==> src/rtl/scanline_polygon_span_fill_unit_macros.svh <==
// assertion macros shared by the span fill unit
`ifndef SCANLINE_POLYGON_SPAN_FILL_UNIT_MACROS_SVH
`define SCANLINE_POLYGON_SPAN_FILL_UNIT_MACROS_SVH

// same-cycle implication under reset
`define SPF_ASSERT_IMP(label, clk, rst_n, a, b) \
    label: assert property (@(posedge clk) disable iff (!rst_n) (a) |-> (b)) \
        else $error("span fill check failed");

// next-cycle implication under reset
`define SPF_ASSERT_NXT(label, clk, rst_n, a, b) \
    label: assert property (@(posedge clk) disable iff (!rst_n) (a) |=> (b)) \
        else $error("span fill check failed");

`endif

==> src/rtl/spf_pkg.sv <==
// types, constants and state codes of the span fill unit
package spf_pkg;

    localparam int MAX_VERTICES = 16;
    localparam int COORD_BITS   = 12;
    localparam int MAX_SPANS    = 8;
    localparam int IDX_BITS     = $clog2(MAX_VERTICES);
    localparam int CNT_BITS     = $clog2(MAX_VERTICES + 1);
    localparam int PROD_BITS    = 2 * COORD_BITS;
    localparam int DCNT_BITS    = $clog2(PROD_BITS);
    localparam int SPAN_BITS    = $clog2(MAX_SPANS);

    localparam logic MODE_LOAD = 1'b0;
    localparam logic MODE_ROW  = 1'b1;

    typedef struct packed {
        logic                  mode;
        logic [COORD_BITS-1:0] vertex_x;
        logic [COORD_BITS-1:0] vertex_y;
        logic                  last_vertex;
    } req_t;

    typedef struct packed {
        logic [COORD_BITS-1:0] row_y;
        logic [COORD_BITS-1:0] span_start;
        logic [COORD_BITS-1:0] span_end;
        logic                  span_valid;
        logic                  last_span;
        logic                  polygon_done;
        logic                  overflow;
    } res_t;

    typedef enum logic [2:0] {
        ST_IDLE,
        ST_NOPOLY,
        ST_RDA,
        ST_RDB,
        ST_EDGE,
        ST_DIV,
        ST_INS,
        ST_EMIT
    } state_t;

    typedef struct packed {
        logic load;
        logic start_row;
        logic sel_b;
        logic latch_a;
        logic edge_eval;
        logic div_step;
        logic insert;
        logic next_edge;
        logic emit_row;
        logic emit_none;
    } cmd_t;

    typedef struct packed {
        logic polygon_ready;
        logic crossing;
        logic div_last;
        logic edge_last;
        logic emit_last;
        logic out_free;
    } stat_t;

endpackage

==> src/rtl/spf_ram.sv <==
// generic single-port-write ram with registered read
module spf_ram #(
    parameter int WIDTH = 8,
    parameter int DEPTH = 16
) (
    input  logic                     clk,
    input  logic                     we,
    input  logic [$clog2(DEPTH)-1:0] waddr,
    input  logic [WIDTH-1:0]         wdata,
    input  logic [$clog2(DEPTH)-1:0] raddr,
    output logic [WIDTH-1:0]         rdata
);

    logic [WIDTH-1:0] mem_reg [DEPTH];
    logic [WIDTH-1:0] rdata_reg;

    always_ff @(posedge clk)
    begin
        if (we)
        begin
            mem_reg[waddr] <= wdata;
        end
        rdata_reg <= mem_reg[raddr];
    end

    assign rdata = rdata_reg;

endmodule

==> src/rtl/spf_ctrl.sv <==
// sequencer for vertex loading, edge walk, division and span output
module spf_ctrl (
    input  logic           clk,
    input  logic           rst_n,
    input  logic           req_valid,
    input  logic           req_mode,
    output logic           req_stall,
    input  spf_pkg::stat_t stat,
    output spf_pkg::cmd_t  cmd
);

    spf_pkg::state_t state_reg, state_next;

    always_ff @(posedge clk or negedge rst_n)
    begin
        if (!rst_n)
        begin
            state_reg <= spf_pkg::ST_IDLE;
        end
        else
        begin
            state_reg <= state_next;
        end
    end

    always_comb
    begin
        state_next = state_reg;
        unique case (state_reg)
            spf_pkg::ST_IDLE:
            begin
                if (req_valid && req_mode == spf_pkg::MODE_ROW)
                begin
                    state_next = stat.polygon_ready ? spf_pkg::ST_RDA : spf_pkg::ST_NOPOLY;
                end
            end
            spf_pkg::ST_NOPOLY:
            begin
                if (stat.out_free)
                begin
                    state_next = spf_pkg::ST_IDLE;
                end
            end
            spf_pkg::ST_RDA:  state_next = spf_pkg::ST_RDB;
            spf_pkg::ST_RDB:  state_next = spf_pkg::ST_EDGE;
            spf_pkg::ST_EDGE:
            begin
                priority if (stat.crossing)
                begin
                    state_next = spf_pkg::ST_DIV;
                end
                else if (stat.edge_last)
                begin
                    state_next = spf_pkg::ST_EMIT;
                end
                else
                begin
                    state_next = spf_pkg::ST_RDA;
                end
            end
            spf_pkg::ST_DIV:
            begin
                if (stat.div_last)
                begin
                    state_next = spf_pkg::ST_INS;
                end
            end
            spf_pkg::ST_INS:
            begin
                state_next = stat.edge_last ? spf_pkg::ST_EMIT : spf_pkg::ST_RDA;
            end
            spf_pkg::ST_EMIT:
            begin
                if (stat.out_free && stat.emit_last)
                begin
                    state_next = spf_pkg::ST_IDLE;
                end
            end
            default: state_next = spf_pkg::ST_IDLE;
        endcase
    end

    always_comb
    begin
        cmd       = '0;
        req_stall = 1'b1;
        unique case (state_reg)
            spf_pkg::ST_IDLE:
            begin
                req_stall = 1'b0;
                if (req_valid)
                begin
                    cmd.load      = (req_mode == spf_pkg::MODE_LOAD);
                    cmd.start_row = (req_mode == spf_pkg::MODE_ROW) && stat.polygon_ready;
                end
            end
            spf_pkg::ST_NOPOLY: cmd.emit_none = stat.out_free;
            spf_pkg::ST_RDA:    cmd.sel_b = 1'b0;
            spf_pkg::ST_RDB:
            begin
                cmd.sel_b   = 1'b1;
                cmd.latch_a = 1'b1;
            end
            spf_pkg::ST_EDGE:
            begin
                cmd.edge_eval = 1'b1;
                cmd.next_edge = !stat.crossing;
            end
            spf_pkg::ST_DIV:    cmd.div_step = 1'b1;
            spf_pkg::ST_INS:
            begin
                cmd.insert    = 1'b1;
                cmd.next_edge = 1'b1;
            end
            spf_pkg::ST_EMIT:   cmd.emit_row = stat.out_free;
            default:            cmd = '0;
        endcase
    end

endmodule

==> src/rtl/spf_dp.sv <==
// vertex store, crossing arithmetic, sorted crossing row and result register
`include "scanline_polygon_span_fill_unit_macros.svh"

module spf_dp (
    input  logic           clk,
    input  logic           rst_n,
    input  spf_pkg::req_t  req,
    input  spf_pkg::cmd_t  cmd,
    output spf_pkg::stat_t stat,
    output logic           res_valid,
    input  logic           res_stall,
    output spf_pkg::res_t  res
);

    localparam int CB = spf_pkg::COORD_BITS;
    localparam int IB = spf_pkg::IDX_BITS;
    localparam int NB = spf_pkg::CNT_BITS;
    localparam int PB = spf_pkg::PROD_BITS;
    localparam int NV = spf_pkg::MAX_VERTICES;

    logic [NB-1:0] count_reg, count_next;
    logic          ready_reg, ready_next;
    logic          ovf_reg, ovf_next;
    logic [CB-1:0] min_reg, min_next, max_reg, max_next, row_reg, row_next;
    logic [IB-1:0] edge_reg, edge_next;
    logic [CB-1:0] ax_reg, ay_reg;
    logic [CB-1:0] xi_reg;
    logic          neg_reg;
    logic [CB-1:0] den_reg, rem_reg;
    logic [PB-1:0] q_reg;
    logic [spf_pkg::DCNT_BITS-1:0] dcnt_reg;
    logic [CB-1:0] xbuf_reg [NV];
    logic [NB-1:0] cnt_reg;
    logic [spf_pkg::SPAN_BITS-1:0] spn_reg;
    logic          res_valid_reg;
    spf_pkg::res_t res_reg;

    logic [NB-1:0] eff_cnt;
    logic          store_ok;
    logic [IB-1:0] raddr, jdx;
    logic [2*CB-1:0] rdata;
    logic [CB-1:0] bx, by;
    logic          crossing;
    logic [CB-1:0] dy_mag, dx_mag, dr_mag;
    logic [CB:0]   rem_sh;
    logic          ge;
    logic [CB-1:0] xq, vcross;
    logic          gt [NV];
    logic          nospan, done, out_free;

    // effective fill level: a closed polygon is discarded by the next vertex
    assign eff_cnt  = ready_reg ? '0 : count_reg;
    assign store_ok = eff_cnt < NB'(NV);

    assign jdx   = ({1'b0, edge_reg} + 1'b1 == count_reg) ? '0 : edge_reg + 1'b1;
    assign raddr = cmd.sel_b ? jdx : edge_reg;

    spf_ram #(.WIDTH(2 * CB), .DEPTH(NV)) u_vstore (
        .clk   (clk),
        .we    (cmd.load && store_ok),
        .waddr (eff_cnt[IB-1:0]),
        .wdata ({req.vertex_x, req.vertex_y}),
        .raddr (raddr),
        .rdata (rdata)
    );

    assign bx = rdata[2*CB-1:CB];
    assign by = rdata[CB-1:0];

    assign crossing = (ay_reg <= row_reg && by > row_reg) || (by <= row_reg && ay_reg > row_reg);
    assign dy_mag   = (by > ay_reg) ? by - ay_reg : ay_reg - by;
    assign dx_mag   = (bx > ax_reg) ? bx - ax_reg : ax_reg - bx;
    assign dr_mag   = (row_reg > ay_reg) ? row_reg - ay_reg : ay_reg - row_reg;

    // restoring divider, one quotient bit per cycle
    assign rem_sh = {rem_reg, q_reg[PB-1]};
    assign ge     = rem_sh >= {1'b0, den_reg};

    assign xq     = q_reg[CB-1:0];
    assign vcross = neg_reg ? xi_reg - xq : xi_reg + xq;

    always_comb
    begin
        for (int p = 0; p < NV; p++)
        begin
            gt[p] = (NB'(p) < cnt_reg) && (xbuf_reg[p] > vcross);
        end
    end

    assign out_free = !res_valid_reg || !res_stall;
    assign nospan   = (cnt_reg < NB'(2)) && (spn_reg == '0);
    assign done     = row_reg == max_reg;

    assign stat.polygon_ready = ready_reg;
    assign stat.crossing      = crossing;
    assign stat.div_last      = dcnt_reg == spf_pkg::DCNT_BITS'(PB - 1);
    assign stat.edge_last     = {1'b0, edge_reg} + 1'b1 == count_reg;
    assign stat.emit_last     = nospan || (cnt_reg < NB'(4))
                                || (spn_reg == spf_pkg::SPAN_BITS'(spf_pkg::MAX_SPANS - 1));
    assign stat.out_free      = out_free;

    // polygon bookkeeping
    always_comb
    begin
        count_next = count_reg;
        ready_next = ready_reg;
        ovf_next   = ovf_reg;
        min_next   = min_reg;
        max_next   = max_reg;
        row_next   = row_reg;
        if (cmd.load)
        begin
            ready_next = 1'b0;
            count_next = eff_cnt;
            if (store_ok)
            begin
                count_next = eff_cnt + 1'b1;
                if (eff_cnt == '0)
                begin
                    min_next = req.vertex_y;
                    max_next = req.vertex_y;
                end
                else
                begin
                    if (req.vertex_y < min_reg)
                    begin
                        min_next = req.vertex_y;
                    end
                    if (req.vertex_y > max_reg)
                    begin
                        max_next = req.vertex_y;
                    end
                end
            end
            else
            begin
                ovf_next = 1'b1;
            end
            if (req.last_vertex)
            begin
                ready_next = 1'b1;
                row_next   = min_next;
            end
        end
        if (cmd.emit_row && stat.emit_last)
        begin
            if (done)
            begin
                ready_next = 1'b0;
                count_next = '0;
            end
            else
            begin
                row_next = row_reg + 1'b1;
            end
        end
    end

    always_ff @(posedge clk or negedge rst_n)
    begin
        if (!rst_n)
        begin
            count_reg     <= '0;
            ready_reg     <= 1'b0;
            ovf_reg       <= 1'b0;
            min_reg       <= '0;
            max_reg       <= '0;
            row_reg       <= '0;
            res_valid_reg <= 1'b0;
        end
        else
        begin
            count_reg <= count_next;
            ready_reg <= ready_next;
            ovf_reg   <= ovf_next;
            min_reg   <= min_next;
            max_reg   <= max_next;
            row_reg   <= row_next;
            if (cmd.emit_row || cmd.emit_none)
            begin
                res_valid_reg <= 1'b1;
            end
            else if (!res_stall)
            begin
                res_valid_reg <= 1'b0;
            end
        end
    end

    // edge walk, division, insertion and span output
    always_ff @(posedge clk)
    begin
        if (cmd.start_row)
        begin
            edge_reg <= '0;
            cnt_reg  <= '0;
            spn_reg  <= '0;
        end
        if (cmd.next_edge)
        begin
            edge_reg <= edge_reg + 1'b1;
        end
        if (cmd.latch_a)
        begin
            ax_reg <= bx;
            ay_reg <= by;
        end
        if (cmd.edge_eval && crossing)
        begin
            xi_reg   <= ax_reg;
            // on a crossing the row offset and dy share a sign, so x direction decides
            neg_reg  <= (bx < ax_reg);
            den_reg  <= dy_mag;
            rem_reg  <= '0;
            q_reg    <= dr_mag * dx_mag;
            dcnt_reg <= '0;
        end
        if (cmd.div_step)
        begin
            rem_reg  <= ge ? CB'(rem_sh - {1'b0, den_reg}) : rem_sh[CB-1:0];
            q_reg    <= {q_reg[PB-2:0], ge};
            dcnt_reg <= dcnt_reg + 1'b1;
        end
        if (cmd.insert)
        begin
            for (int p = 0; p < NV; p++)
            begin
                if (NB'(p) <= cnt_reg)
                begin
                    if (p > 0 && gt[(p > 0) ? p - 1 : 0])
                    begin
                        xbuf_reg[p] <= xbuf_reg[(p > 0) ? p - 1 : 0];
                    end
                    else if (gt[p] || NB'(p) == cnt_reg)
                    begin
                        xbuf_reg[p] <= vcross;
                    end
                end
            end
            cnt_reg <= cnt_reg + 1'b1;
        end
        if (cmd.emit_row && !nospan)
        begin
            // drop the pair just sent
            for (int p = 0; p < NV - 2; p++)
            begin
                xbuf_reg[p] <= xbuf_reg[p + 2];
            end
            cnt_reg <= cnt_reg - NB'(2);
            spn_reg <= spn_reg + 1'b1;
        end
        if (cmd.emit_row)
        begin
            res_reg.row_y        <= row_reg;
            res_reg.span_start   <= nospan ? '0 : xbuf_reg[0];
            res_reg.span_end     <= nospan ? '0 : xbuf_reg[1];
            res_reg.span_valid   <= !nospan;
            res_reg.last_span    <= stat.emit_last;
            res_reg.polygon_done <= done;
            res_reg.overflow     <= ovf_reg;
        end
        if (cmd.emit_none)
        begin
            res_reg.row_y        <= row_reg;
            res_reg.span_start   <= '0;
            res_reg.span_end     <= '0;
            res_reg.span_valid   <= 1'b0;
            res_reg.last_span    <= 1'b1;
            res_reg.polygon_done <= 1'b1;
            res_reg.overflow     <= ovf_reg;
        end
    end

    assign res_valid = res_valid_reg;
    assign res       = res_reg;

    `SPF_ASSERT_IMP(a_div_den_nonzero, clk, rst_n, cmd.div_step, den_reg != '0)
    `SPF_ASSERT_IMP(a_insert_room, clk, rst_n, cmd.insert, cnt_reg < NB'(NV))
    `SPF_ASSERT_IMP(a_ready_has_vertices, clk, rst_n, ready_reg, count_reg != '0)

endmodule

==> src/rtl/scanline_polygon_span_fill_unit.sv <==
// scanline polygon span fill: top level joining sequencer and datapath
//
// request channel req_valid/req_stall/req: mode 0 loads a vertex, mode 1
// sweeps the current row. last_vertex closes the polygon and sets the row
// to the lowest vertex row. up to 16 vertices are kept, further ones are
// dropped and the sticky overflow bit is raised.
// result channel res_valid/res_stall/res: one item per span, or one item
// without a span for an empty row; last_span marks the end of a row.
// a row reads both vertices of each edge from the store and tests the edge;
// each crossing then runs the restoring divider (one quotient bit a cycle)
// and is inserted in sorted order; the results then go out in turn, waiting
// while the result register is held. the divider and the single read port
// of the vertex store set the pace. a request is taken only between rows.
// the result register lets the next request be taken while the last result
// of a row still waits. while res_stall is high the held item stays and the
// sweep waits at the result register.
// reset clears the polygon, row, overflow and result valid; the vertex
// store holds no reset value and only written entries are ever read.
module scanline_polygon_span_fill_unit (
    input  logic          clk,
    input  logic          rst_n,
    input  logic          req_valid,
    output logic          req_stall,
    input  spf_pkg::req_t req,
    output logic          res_valid,
    input  logic          res_stall,
    output spf_pkg::res_t res
);

    spf_pkg::cmd_t  cmd;
    spf_pkg::stat_t stat;

    spf_ctrl u_ctrl (
        .clk       (clk),
        .rst_n     (rst_n),
        .req_valid (req_valid),
        .req_mode  (req.mode),
        .req_stall (req_stall),
        .stat      (stat),
        .cmd       (cmd)
    );

    spf_dp u_dp (
        .clk       (clk),
        .rst_n     (rst_n),
        .req       (req),
        .cmd       (cmd),
        .stat      (stat),
        .res_valid (res_valid),
        .res_stall (res_stall),
        .res       (res)
    );

endmodule
==> config.mk <==
export PLATFORM = sky130hd
export DESIGN_NAME = scanline_polygon_span_fill_unit
export DESIGN_NICKNAME = d
export VERILOG_FILES = /design/src/rtl/spf_pkg.sv /design/src/rtl/spf_ram.sv /design/src/rtl/spf_ctrl.sv /design/src/rtl/spf_dp.sv /design/src/rtl/scanline_polygon_span_fill_unit.sv
export VERILOG_INCLUDE_DIRS = /design/src /design/src/rtl
export SDC_FILE = /design/constraint.sdc
export NUM_CORES = 2
export LEC_CHECK = 0
export BUFFER_PORTS_ARGS = -buffer_cell sky130_fd_sc_hd__buf_2
export CORE_MARGIN = 8
export CORE_UTILIZATION = 30
export CTS_CLUSTER_DIAMETER = 30
export DETAILED_ROUTE_END_ITERATION = 12
export GPL_TIMING_DRIVEN = 0
export PLACE_DENSITY = 0.44
export SKIP_LAST_GASP = 1
export SYNTH_ARGS = -nofsm -noshare
export SYNTH_HDL_FRONTEND = slang
export SYNTH_SLANG_ARGS = --single-unit
==> constraint.sdc <==
create_clock -name clk -period 14.7 [get_ports clk]
set_input_delay 1.47 -clock clk [delete_from_list [all_inputs] [get_ports clk]]
set_output_delay 1.47 -clock clk [all_outputs]
set_load 0.05 [all_outputs]
==> impl_metrics.ini <==
[sta]
clock.fmax_mhz = 110.6
fin_crit_ns = 9.044
finalSetupTns_ns = 0
skew_ns = 0.04982
timing.final.crit_share_pct = 61.53
slew_violations = 0
hold_viol = 0
setup_viol = 0
worstMarginPinSlew_ns = 1.307
relSlewSlack_pct = 12.80
rsz0062_at_grt = false

[synth]
synth.distinct_cells = 96
ys_seq_elements = 789
synthAdderAreaFrac_pct = 15.03
synth_top_cell_area_share_pct = 43.36
async_flop_share_pct = 5.957
synth_edf_count = 691
syn-num-nets = 4797
yosysTopAreaCell = edfxtp_1
syn_area_sq_um = 47850
synthTopCellsByArea = edfxtp_1 43%, ha_1 11%, mux2i_1 4.8%
synth_cells = 4257
synth_xor_area_share_pct = 1.890
synth_compound_area_share_pct = 12.22
yosys_warnings = 0
synth_top_family_by_area = adder cells
ys_seq_area_share_pct = 47.95
synthFlopType = edfxtp_1
avgSynthCellArea_sq_um = 11.24
synthMuxAreaShare_pct = 7.852
synth-simple-area-share_pct = 10.60

[run_status]
status = complete, no violations

[placed_design]
placed_area_sq_um = 51050
place.gp.congestion = 0.8463
placement.io_buffers = 71
place_hpwl_mm = 117.7
place_inst = 6415

[clock_tree]
cts-resized-gates = 0
cts_inserted_buffers = 216
cts_root_buffer = clkbuf_16
path_clk_slew_ns = 0.04
holdBufCountCts = 0
htreeDepth = 4
cts_tree = built
postCtsSetupRepairBufs = 0
clockBufferDepth = 3
worstSkewPairLatency_ns = 0.82
cts.sinks = 789

[setup_path]
worstPathRequired_ns = 15.18
cp_max_fo = 10
slowest_stage = xnor2_1
crit_type = flop to flop
worst_setup_path_start_kind = flop
path_common_cell = fa_1
reg2reg_depth = 32
crit_path_max_incr_delay_ns = 0.57
crit_arrival_ns = 9.53
endpoint_kind = flop

[cells_and_area]
largest_register_ffs = 384
fin_nets = 5101
final_cell_mix = 691 x edfxtp_1, 439 x nand2_1, 402 x ha_1, 330 x inv_1, 238 x o21ai_0
layout_commonest_cell = edfxtp_1
drive_above_1_share_pct = 14.02
final_cells = 6824
fin_area_sq_um = 58500
area_growth_pct = 22.26

[routing]
wl_per_cell_um = 23.47
drtAntennaViolNets = 0
dr.pass1.iters = 7
first_iter_violations = 2583
vias = 35033
wl_mm = 160.2
avgViaCountPerCell = 5.134
drt_drc_violations_left = 0

[floorplan]
die_area_sq_um = 172500
core_sq_um = 158400
rows = 146
die_x_um = 415.4
pin_count = 72
chipHeight_um = 415.4
start_util_pct = 30.21

[global_routing]
antenna_found_initial = 13
grt_usage_pct = 18.00
grt_pass1_wl_mm = 235.2
overflow = 0
grt_max_degree = 48
grt_pass1_vias = 35432

[run]
maxCapViolations = 0

[worst_hold_path]
hold_class = flop to flop
hold-path-cell-count = 0
[final timing paths]
check / startpoint / to / slack (ns)
max reg2reg: u_dp.row_reg[0] / u_dp.q_reg[23] / 5.66
min in group asynchronous: rst_n / u_dp.min_reg[4] / 0.90
max: u_dp.row_reg[0] / u_dp.q_reg[23] / 5.66
min: u_dp.u_vstore.rdata[23] / u_dp.ax_reg[11] / 0.44
min reg2reg: u_dp.u_vstore.rdata[23] / u_dp.ax_reg[11] / 0.44
max in group asynchronous: rst_n / u_dp.min_reg[10] / 13.06
[metal layers]
metal  part of all wire, %  wire length [um]  vias up  GRT usage [%]
li1                      -                 -    16303              -
met1                    45             71440    17504          23.79
met2                    47             75730      949          29.91
met3                   4.8              7613      273          2.719
met4                   3.3              5342        4          6.571
met5                 0.017                27        -              0
[logic make-up (layout without fill, tap and decap cells)]
family | Yosys count | after routing
compound gates | 891 | 891
buf+inv | 530 | 1022
simple gates | 1079 | 1079
other cells | 0 | 3
fa+ha+maj | 510 | 510
flops | 789 | 789
mux | 358 | 358
xor+xnor | 100 | 100
[Yosys cell counts, drive strengths merged, types with 18 or more instances]
cell	n
edfxtp	691
nand2	439
ha	402
inv	331
o21ai	247
mux2i	228
nor2	218
a21oi	178
mux2	129
o211ai	127
clkbuf	124
fa	108
a21o	78
nand4	74
buf	72
nand2b	63
xnor2	56
nand3	53
nor2b	53
dfxtp	51
dfrtp	47
nor3	47
xor2	43
and2	35
a211oi	26
and3	26
o21a	26
a22o	21
o22ai	21
o31ai	21
a22oi	19
a222oi	18
[critical path: cells and delay by family (launching register included)]
family	cells	cell delay, ns
adder cells (fa/ha/maj)	8	3.42
AO/OA/AOI/OAI	13	2.82
buffers and inverters	7	0.79
XOR/XNOR	2	0.71
flip-flops	1	0.50
multiplexers	1	0.35
AND/OR/NAND/NOR	1	0.09
[area by class of cell]
cell class	count	area, sq um
Tap cell	2072	2592
Buffer	196	878.3
Multi-Input combinational cell	2938	22820
Inverter	334	1254
Fill cell	15693	99880
Clock buffer	261	5667
Timing Repair Buffer	86	565.5
Clock inverter	145	1772
Antenna cell	3	7.507
Sequential cell	789	22950
[metrics by stage]
stage	setup WS [ns]	hold slack, ns	util [%]
global route	5.187	0.4708	36.94
CTS	5.602	0.4459	36.93
detailed placement	5.677	0.4330	32.23
global placement	5.658	0.4301	32.07
floorplan	6.751	0.4148	-
finish	5.656	0.4414	36.94
Power is not shown: default switching activity piles up to over one toggle a cycle in this logic, so the estimate is an artifact.
